**config.mk**
```make
export PLATFORM = sky130hd
export DESIGN_NAME = mvsm_addr_mod
export DESIGN_NICKNAME = d
export VERILOG_FILES = /design/src/rtl/core/mvsm_pkg.sv /design/src/rtl/core/mvsm_addr_mod.sv
export SDC_FILE = /design/constraint.sdc
export NUM_CORES = 1
export LEC_CHECK = 0
export BUFFER_PORTS_ARGS = -buffer_cell sky130_fd_sc_hd__buf_2
export CAP_MARGIN = 10
export CORE_MARGIN = 4
export CORE_UTILIZATION = 46
export CTS_CLUSTER_SIZE = 25
export DETAILED_ROUTE_END_ITERATION = 16
export GPL_TIMING_DRIVEN = 0
export HOLD_SLACK_MARGIN = 0.02
export PLACE_DENSITY = 0.78
export SYNTH_ARGS = -nofsm -noshare
export SYNTH_HDL_FRONTEND = slang
export SYNTH_SLANG_ARGS = --single-unit
```
**constraint.sdc**
```tcl
create_clock -name clk_i -period 2.2 [get_ports clk_i]
set_input_delay 0.11 -clock clk_i [delete_from_list [all_inputs] [get_ports clk_i]]
set_output_delay 0.11 -clock clk_i [all_outputs]
set_load 0.02 [all_outputs]
```
**src/rtl/core/mvsm_pkg.sv**
```systemverilog
// Shared widths, mode codes and sample type for the multi-voice sample mixer.
// Depends on nothing; every other file of the mixer refers to it by scoped names.
`default_nettype none

package mvsm_pkg;

  localparam int unsigned SAMPLE_W  = 16;  // one PCM word
  localparam int unsigned ADDR_IN_W = 16;  // address field and voice start
  localparam int unsigned LEN_W     = 17;  // sound length and play position
  localparam int unsigned OP_W      = 18;  // start plus position plus one
  localparam int unsigned MODE_W    = 3;
  localparam int unsigned SEL_W     = 3;

  localparam logic [MODE_W-1:0] MODE_LOAD     = 3'd0;
  localparam logic [MODE_W-1:0] MODE_START    = 3'd1;
  localparam logic [MODE_W-1:0] MODE_STOP     = 3'd2;
  localparam logic [MODE_W-1:0] MODE_STOP_ALL = 3'd3;
  localparam logic [MODE_W-1:0] MODE_MIX      = 3'd4;

  typedef logic signed [SAMPLE_W-1:0] sample_t;

endpackage

`default_nettype wire

```
**src/rtl/core/mvsm_addr_mod.sv**
```systemverilog
// Shared address reduction unit: operand modulo SAMPLE_WORDS by restoring
// conditional subtraction, one step per cycle. Depends on mvsm_pkg.
`default_nettype none

module mvsm_addr_mod #(
  parameter int unsigned SAMPLE_WORDS = 65536
) (
  input  wire logic                       clk_i,
  input  wire logic                       rst_ni,
  input  wire logic                       start_i,
  input  wire logic [mvsm_pkg::OP_W-1:0]  operand_i,
  output logic                            done_o,
  output logic [$clog2(SAMPLE_WORDS)-1:0] addr_o
);

  localparam int unsigned AW    = $clog2(SAMPLE_WORDS);
  localparam bit          POW2  = (SAMPLE_WORDS == (32'd1 << AW));
  localparam int unsigned RW    = ((AW > mvsm_pkg::OP_W) ? AW : mvsm_pkg::OP_W) + 1;
  // A power of two is a plain mask; a modulus above the operand range needs no step.
  localparam int unsigned STEPS = (POW2 || (AW > mvsm_pkg::OP_W)) ? 0
                                  : (mvsm_pkg::OP_W + 1 - AW);
  localparam int unsigned CW    = (STEPS > 0) ? $clog2(STEPS + 1) : 1;
  localparam logic [RW-1:0] MODULUS = RW'(SAMPLE_WORDS);

  logic [RW-1:0] rem_q;
  logic [CW-1:0] cnt_q;
  logic          run_q;
  logic [RW-1:0] sub_step;

  assign sub_step = MODULUS << (cnt_q - CW'(1));
  assign done_o   = run_q && (cnt_q == '0);
  assign addr_o   = rem_q[AW-1:0];

  always_ff @(posedge clk_i or negedge rst_ni) begin
    if (!rst_ni) begin
      run_q <= 1'b0;
      cnt_q <= '0;
    end else if (start_i) begin
      run_q <= 1'b1;
      cnt_q <= CW'(STEPS);
    end else if (cnt_q != '0) begin
      cnt_q <= cnt_q - CW'(1);
    end else if (done_o) begin
      run_q <= 1'b0;
    end
  end

  always_ff @(posedge clk_i) begin
    if (start_i) begin
      rem_q <= RW'(operand_i);
    end else if ((cnt_q != '0) && (rem_q >= sub_step)) begin
      rem_q <= rem_q - sub_step;
    end
  end

endmodule

`default_nettype wire

```
==> impl.org <==
** Critical path
- Data on the critical path arrives at its endpoint at 1.09 ns.
- Setup slack on the worst flop-to-flop path :: 1.27 ns
- The critical path ends at rem_q[10].
- Maximum fanout along the worst path :: 17
- Startpoint type of the worst setup path :: input port
- The worst register-to-register path ends at rem_q[12].
- Critical path data required time :: 2.24 ns
- The critical path starts at start_i.
- Length in cells of the worst reg-to-reg path :: 1
- WS Path Type :: in -> reg
- Reg-to-reg critical path startpoint :: rem_q[12]
- The worst setup path is captured at a flop.

** Detailed routing
- In the final routed layout, each cell accounts on average for 14.0 um.
- In this run the remaining antenna-violating nets after routing total 0.
- Wires add up to 1.28 mm.
- Before antenna repair, the detailed router went through 3 iterations.
- In the routed design, unresolved DRC markers number 0.
- Detailed Route Iter0 Violations :: 2
- The routed layout has 446 vias.
- Number of vias per cell :: 4.85

** Synthesis
- Area fraction in compound gates after synthesis :: 0
- Of the total synthesized cell area, the portion taken by XOR and XNOR cells is 0.
- In the synthesized netlist, the number of instances is 36.
- When the netlist entered floorplanning its net count stood at 57.
- Warnings, synthesis :: 0
- Dominant cell type by area after synthesis :: sky130_fd_sc_hd__edfxtp_1
- Summing every instance area after synthesis gives 736 sq um.
- Ranked by instance count, the synthesized netlist is headed by sky130_fd_sc_hd__edfxtp_1, sky130_fd_sc_hd__mux2_4, sky130_fd_sc_hd__mux2_2.
- The synthesized design contains 17 register bits.
- The share of synthesized area in the top cell type comes to 0.653.
- Top cells by area in the synthesized netlist :: sky130_fd_sc_hd__edfxtp_1, sky130_fd_sc_hd__mux2_4, sky130_fd_sc_hd__mux2_2
- Synth cell types :: 8
- A synthesized cell averages 20.4 sq um.
- Counting flops with a built-in enable in the synthesized netlist gives 16.
- The portion of synthesized area spent on multiplexers is 0.235.
- Top-count cell post-synth :: sky130_fd_sc_hd__edfxtp_1
- Of the synthesized area, sequential elements account for 0.687.
- Of the total synthesized cell area, the portion taken by full adders, half adders and majority gates is 0.
- Combinational family with the most area after synthesis :: multiplexers
- After synthesis, the share of flip-flops with an asynchronous set or reset is 0.0588.
- Simple-gate portion of the synthesized area :: 0.0306
- Synth Flop Type :: sky130_fd_sc_hd__edfxtp_1

** Timing
- Setup tns final :: 0 ns
- RSZ-0062 raised after global routing :: false
- Final hold vios :: 0
- Final number of setup-violating endpoints :: 0
- The routed design could run at a clock period as short as 1.05 ns.
- Clk_skew :: 0 ns
- Measured slew at the worst slew-check pin :: 0.387 ns
- Number of slew-limit violations in the final report :: 0
- Derived from the worst setup path, the maximum achievable clock frequency is 954 MHz.
- Headroom to the max-slew limit came out at 0.742.
- In the finished design, the share of the clock period the worst path needs comes to 0.477.

** Floorplanning
- Top Ports :: 38
- The initial utilization of the core area, before any placement, comes to 0.488.
- Measured along the y axis, the die boundary spans 48.0 um.
- The floorplan step defined a die boundary enclosing 2300 sq um.
- Core region area :: 1510 sq um
- The floorplan has 14 rows.
- From left edge to right edge, the die measures 48.0 um.

** Pwr
- Power per unit of standard cell area :: 694 nW/um^2
- Of the total power, registers draw 0.583.
- The worst-case IR drop observed on VDD is 0.513 mV.
- Proportion of power drawn by combinational gates :: 0.175
- Of the total power, the share spent switching nets is 0.243.
- Internal power component :: 509 uW
- Summed over all nets, the switching power comes to 163 uW.
- Of the total power, the clock network draws 0.242.
- Static leakage :: 0.435 nW

** Global route
- Antenna violations before repair :: 0
- Aggregate global routing overflow :: 0
- Wire length of the first global-routing pass :: 1.99 mm
- The number of global-route vias before repair is 485.
- GRT Util Overall :: 0.129
- Pin count of the biggest net entering global routing :: 18

** Layout
- Filler Cell Count :: 126
- Summing all non-filler instances in the final layout gives an area of 968 sq um.
- From synthesis to final layout, the design area changed by 31.6%.
- Proportion of layout cells with a drive suffix above 1 :: 0.750
- The count of cells in the finished layout, fillers not included, comes to 92.
- Area occupied by multi-input gates :: 195 sq um
- The sequential cells in the finished layout cover a total of 505 sq um.
- The net count of the finished layout is 98.
- 0 antenna diodes ended up in the layout.

** Run
- The tool flagged a number of max-cap violations equal to 0.

** Placement
- At the end of routability-driven placement, the weighted congestion stood at 0.655.
- After detailed placement, the design holds a cell count of 87.
- Buffers placed on the I/O ports in this run total 35.
- The placed instances occupy a cell area of 931 sq um.

** Clock tree
- The tree built by TritonCTS fans out to 17 sinks.
- Number of buffers on the longest clock path :: 2
- After clock tree synthesis, the clock-pin slew on the worst setup and hold paths is 0.10 ns.
- TritonCTS built the clock tree.
- CTS placed an instance of sky130_fd_sc_hd__clkbuf_4 at the clock tree root.
- Number of buffers added by the clock tree synthesis step :: 3
- Buffers added to address setup during post-CTS repair amount to 0.
- In this run the number of H-tree levels came out at 1.
- Latest clock arrival within the worst-skew pair :: 0.28 ns

** Worst hold path
- The worst hold path belongs to the class in -> async.

** Status
- The flow ran to the end, and the final reports show no timing, DRC or antenna violations.
-- final cells by class --
class,count,area share
sequential,17,0.522
multi-input combinational,16,0.202
clock buffer,3,0.0233
buffer,3,0.0362
tap,16,0.0207
timing repair buffer,36,0.191
clock inverter,1,0.00517
-- state kept, by name, summed over array words and instances, names as in the netlist --
| register | count |
|---|---|
| rem_q | 16 |
| run_q | 1 |
-- kinds of logic after synthesis --
family / Yosys count
buffers and inverters: 3
flip-flops: 17
multiplexers: 13
AND/OR/NAND/NOR: 3
-- through the flow --
step	setup slack, ns	utilization	total power [mW]	hold WS, ns
after floorplan	1.18	-	0.470	-0.186
after global placement	0.852	0.618	0.513	-0.116
after detailed placement	0.829	0.618	0.517	-0.112
after CTS	1.15	0.643	0.681	0.104
after global routing	1.10	0.643	0.709	0.104
final	1.15	0.643	0.672	0.116
-- power groups by stage --
| stage | combinational (mW) | clock (mW) | sequential (mW) |
|---|---|---|---|
| global route | 0.128 | 0.186 | 0.395 |
| finish | 0.118 | 0.163 | 0.392 |
| global placement | 0.115 | 0 | 0.398 |
| CTS | 0.120 | 0.169 | 0.392 |
| floorplan | 0.0413 | 0 | 0.428 |
| detailed placement | 0.118 | 0 | 0.399 |
-- layer usage --
layer	up-vias	GRT usage	routed length [um]
li1	216	-	-
met1	202	0.164	552
met2	26	0.206	600
met3	2	0.0414	112
met4	0	0.0484	19
met5	-	0	0
-- how the worst min path moves through the flow --
stage	from	endpoint	slack [ns]	cells after the start
3_5_place_dp	rst_ni	run_q	-0.11	1
3_3_place_gp	rst_ni	run_q	-0.12	1
4_1_cts	rst_ni	run_q	0.10	2
6_report	rst_ni	run_q	0.12	2
2_1_floorplan	rst_ni	run_q	-0.19	0
5_1_grt	operand_i[1]	rem_q[1]	0.10	2
-- layout by cell type (no fill, tap or decap) --
cell type / instances
sky130_fd_sc_hd__dlygate4sd3_1: 1
sky130_fd_sc_hd__buf_12: 1
sky130_fd_sc_hd__clkbuf_4: 3
sky130_fd_sc_hd__buf_6: 1
sky130_fd_sc_hd__clkinv_2: 1
sky130_fd_sc_hd__mux2_2: 6
sky130_fd_sc_hd__mux2_4: 7
sky130_fd_sc_hd__and2_2: 3
sky130_fd_sc_hd__dfrtp_1: 1
sky130_fd_sc_hd__buf_2: 35
sky130_fd_sc_hd__clkbuf_1: 1
sky130_fd_sc_hd__edfxtp_1: 16
-- what timing repair did --
action | CTS | global route
gates resized for setup | 0 | 0
hold endpoints to repair | 1 | 0
hold buffers | 1 | 0
-- worst max-delay path, cell delays in order --
cell and delay, ns:
sky130_fd_sc_hd__buf_2 0.33, sky130_fd_sc_hd__buf_6 0.20, sky130_fd_sc_hd__buf_12 0.14, sky130_fd_sc_hd__mux2_4 0.30
(Power assumes the default switching activity.)
