$ cat config.mk
export PLATFORM = sky130hd
export DESIGN_NAME = mvsm_out_scale
export DESIGN_NICKNAME = d
export VERILOG_FILES = /design/src/rtl/core/mvsm_pkg.sv /design/src/rtl/core/mvsm_out_scale.sv
export SDC_FILE = /design/constraint.sdc
export NUM_CORES = 1
export LEC_CHECK = 0
export ABC_AREA = 1
export ABC_CLOCK_PERIOD_IN_PS = 5400
export BUFFER_PORTS_ARGS = -buffer_cell sky130_fd_sc_hd__clkbuf_2
export CORE_ASPECT_RATIO = 0.7
export CORE_MARGIN = 5
export CORE_UTILIZATION = 53
export DETAILED_ROUTE_END_ITERATION = 16
export PLACE_DENSITY = 0.8
export RECOVER_POWER = 100
export SETUP_SLACK_MARGIN = 0.4
export SLEW_MARGIN = 20
export SYNTH_ARGS = -nofsm -noshare
export SYNTH_HDL_FRONTEND = slang
export SYNTH_SLANG_ARGS = --single-unit
$ cat constraint.sdc
create_clock -name vclk -period 5.4
set_input_delay 1.08 -clock vclk [all_inputs]
set_output_delay 1.08 -clock vclk [all_outputs]
set_load 0.01 [all_outputs]
$ cat src/rtl/core/mvsm_pkg.sv
// Shared widths, mode codes and sample type for the multi-voice sample mixer.
// Depends on nothing; every other file of the mixer refers to it by scoped names.
`default_nettype none

package mvsm_pkg;

  localparam int unsigned SAMPLE_W  = 16;  // one PCM word
  localparam int unsigned ADDR_IN_W = 16;  // address field and voice start
  localparam int unsigned LEN_W     = 17;  // sound length and play position
  localparam int unsigned OP_W      = 18;  // start plus position plus one
  localparam int unsigned MODE_W    = 3;
  localparam int unsigned SEL_W     = 3;

  localparam logic [MODE_W-1:0] MODE_LOAD     = 3'd0;
  localparam logic [MODE_W-1:0] MODE_START    = 3'd1;
  localparam logic [MODE_W-1:0] MODE_STOP     = 3'd2;
  localparam logic [MODE_W-1:0] MODE_STOP_ALL = 3'd3;
  localparam logic [MODE_W-1:0] MODE_MIX      = 3'd4;

  typedef logic signed [SAMPLE_W-1:0] sample_t;

endpackage

`default_nettype wire

$ cat src/rtl/core/mvsm_out_scale.sv
// Output stage of the mixer: clamps a voice sum to +/-32768 and scales it by
// 32767/32768 with truncation toward zero. Depends on mvsm_pkg.
`default_nettype none

module mvsm_out_scale #(
  parameter int unsigned ACC_W = 20
) (
  input  wire logic signed [ACC_W-1:0] sum_i,
  output mvsm_pkg::sample_t            sample_o
);

  localparam logic signed [ACC_W-1:0] POS_LIM = ACC_W'(32768);
  localparam logic signed [ACC_W-1:0] NEG_LIM = -POS_LIM;

  logic signed [ACC_W-1:0] clamped;
  logic signed [ACC_W-1:0] scaled;

  // Within the clamp range, trunc(s * 32767 / 32768) is s moved one step toward zero.
  always_comb begin
    clamped = sum_i;
    if (sum_i > POS_LIM) begin
      clamped = POS_LIM;
    end else if (sum_i < NEG_LIM) begin
      clamped = NEG_LIM;
    end
    if (clamped > 0) begin
      scaled = ACC_W'(clamped - 1);
    end else if (clamped < 0) begin
      scaled = ACC_W'(clamped + 1);
    end else begin
      scaled = '0;
    end
  end

  assign sample_o = scaled[mvsm_pkg::SAMPLE_W-1:0];

endmodule

`default_nettype wire
==> results of run 1 <==
[layout by cell type (no fill, tap or decap), types with 4 or more instances in the layout]
cell and n:
sky130_fd_sc_hd__clkbuf_2 24, sky130_fd_sc_hd__nand4_1 5, sky130_fd_sc_hd__nand3_1 39, sky130_fd_sc_hd__inv_2 4
sky130_fd_sc_hd__inv_1 40, sky130_fd_sc_hd__clkbuf_1 12, sky130_fd_sc_hd__o21ai_0 20, sky130_fd_sc_hd__nor2_2 6
sky130_fd_sc_hd__nor2_1 41, sky130_fd_sc_hd__nand2_1 103, sky130_fd_sc_hd__xnor2_1 4, sky130_fd_sc_hd__xor2_1 4
[per-stage QoR]
step | power (W) | util (%)
6_report | 0.000140 | 61.6
5_1_grt | 0.000158 | 61.6
4_1_cts | 0.000143 | 62.3
3_5_place_dp | 0.000143 | 62.3
3_3_place_gp | 0.000141 | 62.3
2_1_floorplan | 0.000105 | -
[final cells by class]
type / instances / area, um2
Fill cell: 292 / 965
Inverter: 45 / 169
Multi-Input combinational cell: 243 / 1170
Timing Repair Buffer: 37 / 173
Tap cell: 34 / 42.5
[logic make-up after synthesis]
group	synth area share (%)
AND/OR/NAND/NOR	63.9
buffers and inverters	18.1
AO/OA/AOI/OAI	10.4
XOR/XNOR	4.91
adder cells (fa/ha/maj)	2.63
[metal layers]
| layer | up-vias | part of all wire (%) | track usage, % |
|---|---|---|---|
| li1 | 992 | - | - |
| met1 | 769 | 48 | 31.8 |
| met2 | 95 | 42 | 38.6 |
| met3 | 2 | 9.9 | 1.14 |
| met4 | 0 | 0.53 | 1.88 |
| met5 | - | 0 | 0 |
[synth_stat cells (all sizes together)]
library cell    n  area share, %
nor3            3            1.1
xnor2           4            2.5
xor2            4            2.5
nor2           50             16
nor4            1           0.44
nand3b          1           0.53
ha              3            2.6
o31ai           2            1.1
clkinv          1           0.26
o21bai          1           0.53
nand3          39             14
a21oi           3            1.8
nand2         105             28
nand4           7            3.9
o21ai          20            7.0
buf             8            6.3
inv            44             12
[power by group through the flow]
stage	Clock (W)	Sequential, W	Combinational, W
floorplan	0	0	0.000105
CTS	0	0	0.000143
global placement	0	0	0.000141
detailed placement	0	0	0.000143
finish	0	0	0.000140
global route	0	0	0.000158
[worst paths after layout]
path | start | endpoint | cells after the start
worst min-delay path | sum_i[0] | sample_o[3] | 5
worst max-delay path | sum_i[16] | sample_o[6] | 13
[tightest hold or removal path: cells and delay by family]
| family | cells | cell delay, ns |
|---|---|---|
| and+or+nand+nor | 3 | 0.26 |
| buffers and inverters | 2 | 0.24 |
==> results.cfg, run 1 <==
[status]
run_status = finished, final reports clean

[hold_path]
hold_path.class = in -> out

[global_routing]
grt_max_degree = 27
global_route_wire_length_before_repair_um = 7130
antenna_found_initial = 0
grt_pass1_vias = 1614
track_usage_pct = 22.4
grt_overflow = 0

[timing]
setup_viol = 0
maxSlewViolCount = 0
rsz0062_at_grt = false
period_minus_slack_ns = 4.84
max_clock_freq_mhz = 206
report.final.hold_viol_count = 0
hold-worst-slack_ns = 2.66
final.setup.worst_slack_ns = 0.557
timing.slew.headroom_pct = 64.6
worstMarginPinSlew_ns = 0.529
timing.final.crit_share_pct = 89.7
setup_tns_ns = 0

[final_layout]
antenna-diode-count = 0
final.clkbuf_count = 0
fin_nets = 350
layout.cells.non_filler = 359
final_design_area_no_fill_um2 = 1550
seq_area_um2 = 0
ffs_latches = 0
syn_to_final_growth_pct = 8.59
drive_gt1_share_pct = 13.2

[synth]
ys.warnings.count = 0
post_synth.cell_area_avg_um2 = 4.82
mappedNetlistNets = 319
synth.distinct_cells = 29
synth-seq-area-share_pct = 0
syn_area_um2 = 1430
syn_inst = 296

[routing]
route.detailed.wl_per_inst_um = 11.6
wirelength_um = 4160
route.vias.total = 1858
first_pass_iters = 5
drtIter0Drc = 196
remaining_drc_errors = 0
via_per_inst = 5.18
antenna_violating_nets_left = 0

[floorplan]
die_height_um = 53.4
full_die_area_um2 = 3850
num_io_pins = 36
initial_core_util_pct = 56.8
core.rowCount = 15
die_x_um = 72.0
core-area_um2 = 2510

[critical_path]
worst_path_largest_cell_delay_ns = 0.50
timing.critical_path.arrival_ns = 3.76
start_kind = primary input
critPathKind = in -> out
timing.critical_path.cells = clkbuf_2 -> inv_1 -> nor3_1 -> nand3_1 -> ha_1 -> nor2_1 -> o21ai_0 -> nand3_1 -> nor2_4 -> a21oi_4 -> nand2_1 -> nand2_1 -> clkbuf_1
timing.critical_path.required_ns = 4.32
timing.critical_path.fanout_max = 17
setup.worst_path.end_class = output port
critPathTopFamily = simple AND/OR/NAND/NOR gates
cp_max_delay_cell = sky130_fd_sc_hd__ha_1
cp.buffers_inverters = 3

[power]
combPwrFrac_pct = 100.0
worst_ir_drop_vdd_mv = 0.0574
power.share.switching_pct = 66.9
p_leak_nw = 0.947
sequential_fraction_of_design_power_pct = 0
power_dissipated_by_switching_net_loads_w = 0.0000939
share_clk_of_total_power_pct = 0
cellPowerDensity_nw_per_um2 = 90.6
power.internal_w = 0.0000465

[place]
placedCellCount = 359
detailed_place.area_um2 = 1570
portBuffers = 36
dpl_worst_slack_ns = 0.739
routability_cong = 1.02
place_hpwl_um = 3440

[clock_network]
hold_buffers = 0
cts_resized = 0
postCtsSetupRepairBufs = 0

[job]
drv_cap = 0
Note: power is estimated with default switching activity, not from simulation.
==> inputs of run 2 (changes only) <==
--- a/config.mk
+++ b/config.mk
@@ -10,9 +10,9 @@
 export BUFFER_PORTS_ARGS = -buffer_cell sky130_fd_sc_hd__clkbuf_2
 export CORE_ASPECT_RATIO = 0.7
 export CORE_MARGIN = 5
-export CORE_UTILIZATION = 53
+export CORE_UTILIZATION = 62
 export DETAILED_ROUTE_END_ITERATION = 16
-export PLACE_DENSITY = 0.8
+export PLACE_DENSITY = 0.91
 export RECOVER_POWER = 100
 export SETUP_SLACK_MARGIN = 0.4
 export SLEW_MARGIN = 20
==> results.cfg, run 2 (same netlist as run 1, synthesis figures left out) <==
[status]
run_status = finished, final reports clean

[clock_network]
hold_buffers = 0
postCtsSetupRepairBufs = 0
cts_resized = 0

[timing]
timing.final.crit_share_pct = 89.9
period_minus_slack_ns = 4.85
setup_viol = 0
timing.slew.headroom_pct = 65.9
hold-worst-slack_ns = 2.70
max_clock_freq_mhz = 206
report.final.hold_viol_count = 0
final.setup.worst_slack_ns = 0.547
rsz0062_at_grt = false
setup_tns_ns = 0
worstMarginPinSlew_ns = 0.509
maxSlewViolCount = 0

[final_layout]
fillers = 228
seq_area_um2 = 0
leading_cell_type_in_the_layout_fill_and_taps_excluded = sky130_fd_sc_hd__nand2_1
syn_to_final_growth_pct = 7.80
fin_nets = 350
ffs_latches = 0
multi_input_area_um2 = 1160
drive_gt1_share_pct = 12.9
final.clkbuf_count = 0
final_design_area_no_fill_um2 = 1540
layout.cells.non_filler = 357
final_cell_mix = sky130_fd_sc_hd__nand2_1, sky130_fd_sc_hd__nor2_1, sky130_fd_sc_hd__inv_1
antenna-diode-count = 0

[global_routing]
grt-busiest-layer = met2
grt_max_degree = 26
global_route.usage.met2_pct = 38.3
global_route_wire_length_before_repair_um = 6610
grt_pass1_vias = 1526
grt_overflow = 0
track_usage_pct = 23.7
use_met1_pct = 36.3
antenna_found_initial = 0
use_met3_pct = 1.56

[floorplan]
core-area_um2 = 2170
initial_core_util_pct = 65.7
full_die_area_um2 = 3380
die_height_um = 50.1
die_x_um = 67.4
num_io_pins = 36
core.rowCount = 14

[critical_path]
start_kind = primary input
timing.critical_path.required_ns = 4.32
setup.worst_path.end_class = output port
worst_setup_path_startpoint = sum_i[16]
crit_end = sample_o[14]
timing.critical_path.arrival_ns = 3.77
timing.critical_path.fanout_max = 17
critPathKind = in -> out

[hold_path]
hold_path.class = in -> out

[routing]
first_pass_iters = 5
wirelength_um = 4080
remaining_drc_errors = 0
route.detailed.wl_per_inst_um = 11.4
via_per_inst = 5.29
antenna_violating_nets_left = 0
route.vias.total = 1887
drtIter0Drc = 211

[place]
detailed_place.area_um2 = 1570
portBuffers = 36
dpl_worst_slack_ns = 0.772
routability_cong = 1.04
placedCellCount = 357
place_hpwl_um = 3380

[power]
p_leak_nw = 0.949
worst_ir_drop_vdd_mv = 0.0514
cellPowerDensity_nw_per_um2 = 90.3

[job]
drv_cap = 0
[run 2: cell count changes in the layout (fill, tap and decap cells not counted)]
| cell | change |
|---|---|
| sky130_fd_sc_hd__clkbuf_1 | -1 |
| sky130_fd_sc_hd__nor2_2 | -1 |
| sky130_fd_sc_hd__nor2_4 | -1 |
| sky130_fd_sc_hd__clkbuf_2 | +1 |
| sky130_fd_sc_hd__nor2_1 | +2 |
[run 2: final cells by class]
class | instances | area share [%]
tap | 32 | 2.60
timing repair buffer | 37 | 11.3
multi-input combinational | 243 | 75.1
inverter | 45 | 11.0
[run 2: layer usage]
metal,routed length (um),vias up
met4,0,0
met2,1730,112
li1,-,990
met1,1910,785
met5,0,-
met3,445,0
[run 2: critical path, cell delays in order]
cell and delay [ns]:
sky130_fd_sc_hd__clkbuf_2 0.09, sky130_fd_sc_hd__inv_1 0.04, sky130_fd_sc_hd__nor3_1 0.17, sky130_fd_sc_hd__nand3_1 0.09, sky130_fd_sc_hd__ha_1 0.50, sky130_fd_sc_hd__nor2_1 0.36
sky130_fd_sc_hd__nand2_1 0.14, sky130_fd_sc_hd__ha_1 0.27, sky130_fd_sc_hd__nand3_1 0.21, sky130_fd_sc_hd__nor2_1 0.14, sky130_fd_sc_hd__a21oi_4 0.34, sky130_fd_sc_hd__nand2_1 0.12
sky130_fd_sc_hd__nand2_1 0.08, sky130_fd_sc_hd__clkbuf_1 0.15
[run 2: power breakdown]
group          switching (W)  internal [W]  total, W  leakage (nW)
Clock                      0             0         0             0
Sequential                 0             0         0             0
Combinational      0.0000929     0.0000461  0.000139         0.949
Total              0.0000929     0.0000461  0.000139         0.949
[run 2: worst min-delay path by stage]
stage	start	to	slack, ns	depth (start not counted)
final	sum_i[0]	sample_o[3]	2.70	5
after global routing	sum_i[0]	sample_o[3]	2.72	5
after CTS	sum_i[0]	sample_o[3]	2.66	5
after detailed placement	sum_i[0]	sample_o[3]	2.66	5
after global placement	sum_i[0]	sample_o[3]	2.65	5
after floorplan	sum_i[0]	sample_o[3]	2.40	3
[run 2: metrics by stage]
stage / power (W) / utilization, %
final: 0.000139 / 70.9
after global routing: 0.000155 / 70.9
after CTS: 0.000142 / 72.1
after detailed placement: 0.000142 / 72.1
after global placement: 0.000140 / 72.1
after floorplan: 0.000105 / -
==> inputs of run 3 (changes only) <==
--- a/config.mk
+++ b/config.mk
@@ -10,9 +10,9 @@
 export BUFFER_PORTS_ARGS = -buffer_cell sky130_fd_sc_hd__clkbuf_2
 export CORE_ASPECT_RATIO = 0.7
 export CORE_MARGIN = 5
-export CORE_UTILIZATION = 62
+export CORE_UTILIZATION = 40
 export DETAILED_ROUTE_END_ITERATION = 16
-export PLACE_DENSITY = 0.91
+export MAX_ROUTING_LAYER = met4
 export RECOVER_POWER = 100
 export SETUP_SLACK_MARGIN = 0.4
 export SLEW_MARGIN = 20
==> results.cfg, run 3 (same netlist as run 1, synthesis figures left out) <==
[routing]
drtIter0Drc = 76
route.vias.total = 1809
route.detailed.wl_per_inst_um = 11.2
via_per_inst = 4.82
first_pass_iters = 5
antenna_violating_nets_left = 0
wirelength_um = 4200
remaining_drc_errors = 0

[final_layout]
fin_nets = 350
leading_cell_type_in_the_layout_fill_and_taps_excluded = sky130_fd_sc_hd__nand2_1
antenna-diode-count = 0
final.clkbuf_count = 0
final_cell_mix = sky130_fd_sc_hd__nand2_1, sky130_fd_sc_hd__nor2_1, sky130_fd_sc_hd__inv_1
seq_area_um2 = 0
syn_to_final_growth_pct = 9.64
layout.cells.non_filler = 375
drive_gt1_share_pct = 13.2
ffs_latches = 0

[timing]
timing.final.crit_share_pct = 89.2
setup_tns_ns = 0
maxSlewViolCount = 0
period_minus_slack_ns = 4.82
max_clock_freq_mhz = 208
rsz0062_at_grt = false
timing.slew.headroom_pct = 63.2
report.final.hold_viol_count = 0
setup_viol = 0
hold-worst-slack_ns = 2.68
worstMarginPinSlew_ns = 0.553

[place]
placedCellCount = 375
portBuffers = 36
place_hpwl_um = 3460
routability_cong = 0.958

[hold_path]
timing.hold.worst_endpoint = sample_o[3]
hold_depth = 6
hp-start = sum_i[0]
hold_path.class = in -> out

[global_routing]
track_usage_pct = 18.7
grt_pass1_vias = 1605
grt_overflow = 0
antenna_found_initial = 0
grt_max_degree = 34
global_route_wire_length_before_repair_um = 7210

[power]
p_leak_nw = 0.946
worst_ir_drop_vdd_mv = 0.0371
cellPowerDensity_nw_per_um2 = 88.0

[critical_path]
timing.critical_path.fanout_max = 17
timing.critical_path.arrival_ns = 3.74
setup.worst_path.end_class = output port
critPathKind = in -> out
start_kind = primary input
timing.critical_path.required_ns = 4.32

[floorplan]
initial_core_util_pct = 40.9
core-area_um2 = 3490
core.rowCount = 18
num_io_pins = 36
full_die_area_um2 = 4880
die_x_um = 81.4
die_height_um = 60.0

[clock_network]
postCtsSetupRepairBufs = 0

[job]
drv_cap = 0

[status]
run_status = finished, final reports clean
## run 3: changes by cell type in the layout (fill, tap and decap cells not counted)
cell | previous run | this run
sky130_fd_sc_hd__nor2_1 | 43 | 41
sky130_fd_sc_hd__nor2_2 | 5 | 7
sky130_fd_sc_hd__clkbuf_1 | 11 | 12
sky130_fd_sc_hd__clkbuf_2 | 25 | 24
sky130_fd_sc_hd__o21ai_0 | 20 | 19
sky130_fd_sc_hd__o21ai_1 | 0 | 1
## run 3: per-stage QoR
step	power (W)	util [%]	setup WS, ns	cell area, um2
CTS	0.000143	45.5	0.733	1590
detailed placement	0.000142	45.5	0.738	1590
floorplan	0.000105	-	1.26	1430
global placement	0.000143	45.5	0.768	1590
global route	0.000157	44.8	0.209	1570
finish	0.000138	44.8	0.581	1570
## run 3: worst max-delay path by stage
stage	slack (ns)	depth (start not counted)	end	start
2_1_floorplan	1.26	15	sample_o[5]	sum_i[16]
3_3_place_gp	0.77	14	sample_o[15]	sum_i[16]
3_5_place_dp	0.74	14	sample_o[7]	sum_i[16]
4_1_cts	0.73	14	sample_o[7]	sum_i[16]
5_1_grt	0.21	13	sample_o[2]	sum_i[16]
6_report	0.58	13	sample_o[13]	sum_i[16]
## run 3: worst max-delay path, cell delays in order
cell and delay (ns):
sky130_fd_sc_hd__clkbuf_2 0.09, sky130_fd_sc_hd__inv_1 0.04, sky130_fd_sc_hd__nor3_1 0.17, sky130_fd_sc_hd__nand3_1 0.09, sky130_fd_sc_hd__ha_1 0.51, sky130_fd_sc_hd__nor2_1 0.51
sky130_fd_sc_hd__o21ai_1 0.18, sky130_fd_sc_hd__nand3_1 0.23, sky130_fd_sc_hd__nor2_1 0.14, sky130_fd_sc_hd__a21oi_4 0.37, sky130_fd_sc_hd__nand2_1 0.10, sky130_fd_sc_hd__nand2_1 0.07
sky130_fd_sc_hd__clkbuf_1 0.15
## run 3: metal layers
metal | track usage (%) | up-vias | part of all wire, %
li1 | - | 987 | -
met3 | 1.36 | 4 | 7.2
met5 | - | - | 0
met2 | 27.8 | 58 | 40
met1 | 27.9 | 760 | 52
met4 | 2.41 | 0 | 0.95
## run 3: repair_timing
item                                    in CTS  in global routing
hold buffers                                 0                  0
endpoints found under the setup margin       0                  2
resized for setup                            0                  2
## run 3: report_power, final
group / internal (W) / total (W) / switching [W]
clock: 0 / 0 / 0
combinational: 0.0000459 / 0.000138 / 0.0000918
sequential: 0 / 0 / 0
## run 3: layout make-up
| class | count | area [um2] |
|---|---|---|
| Fill cell | 412 | 1930 |
| Multi-Input combinational cell | 243 | 1160 |
| Timing Repair Buffer | 37 | 173 |
| Inverter | 45 | 169 |
| Tap cell | 50 | 62.6 |
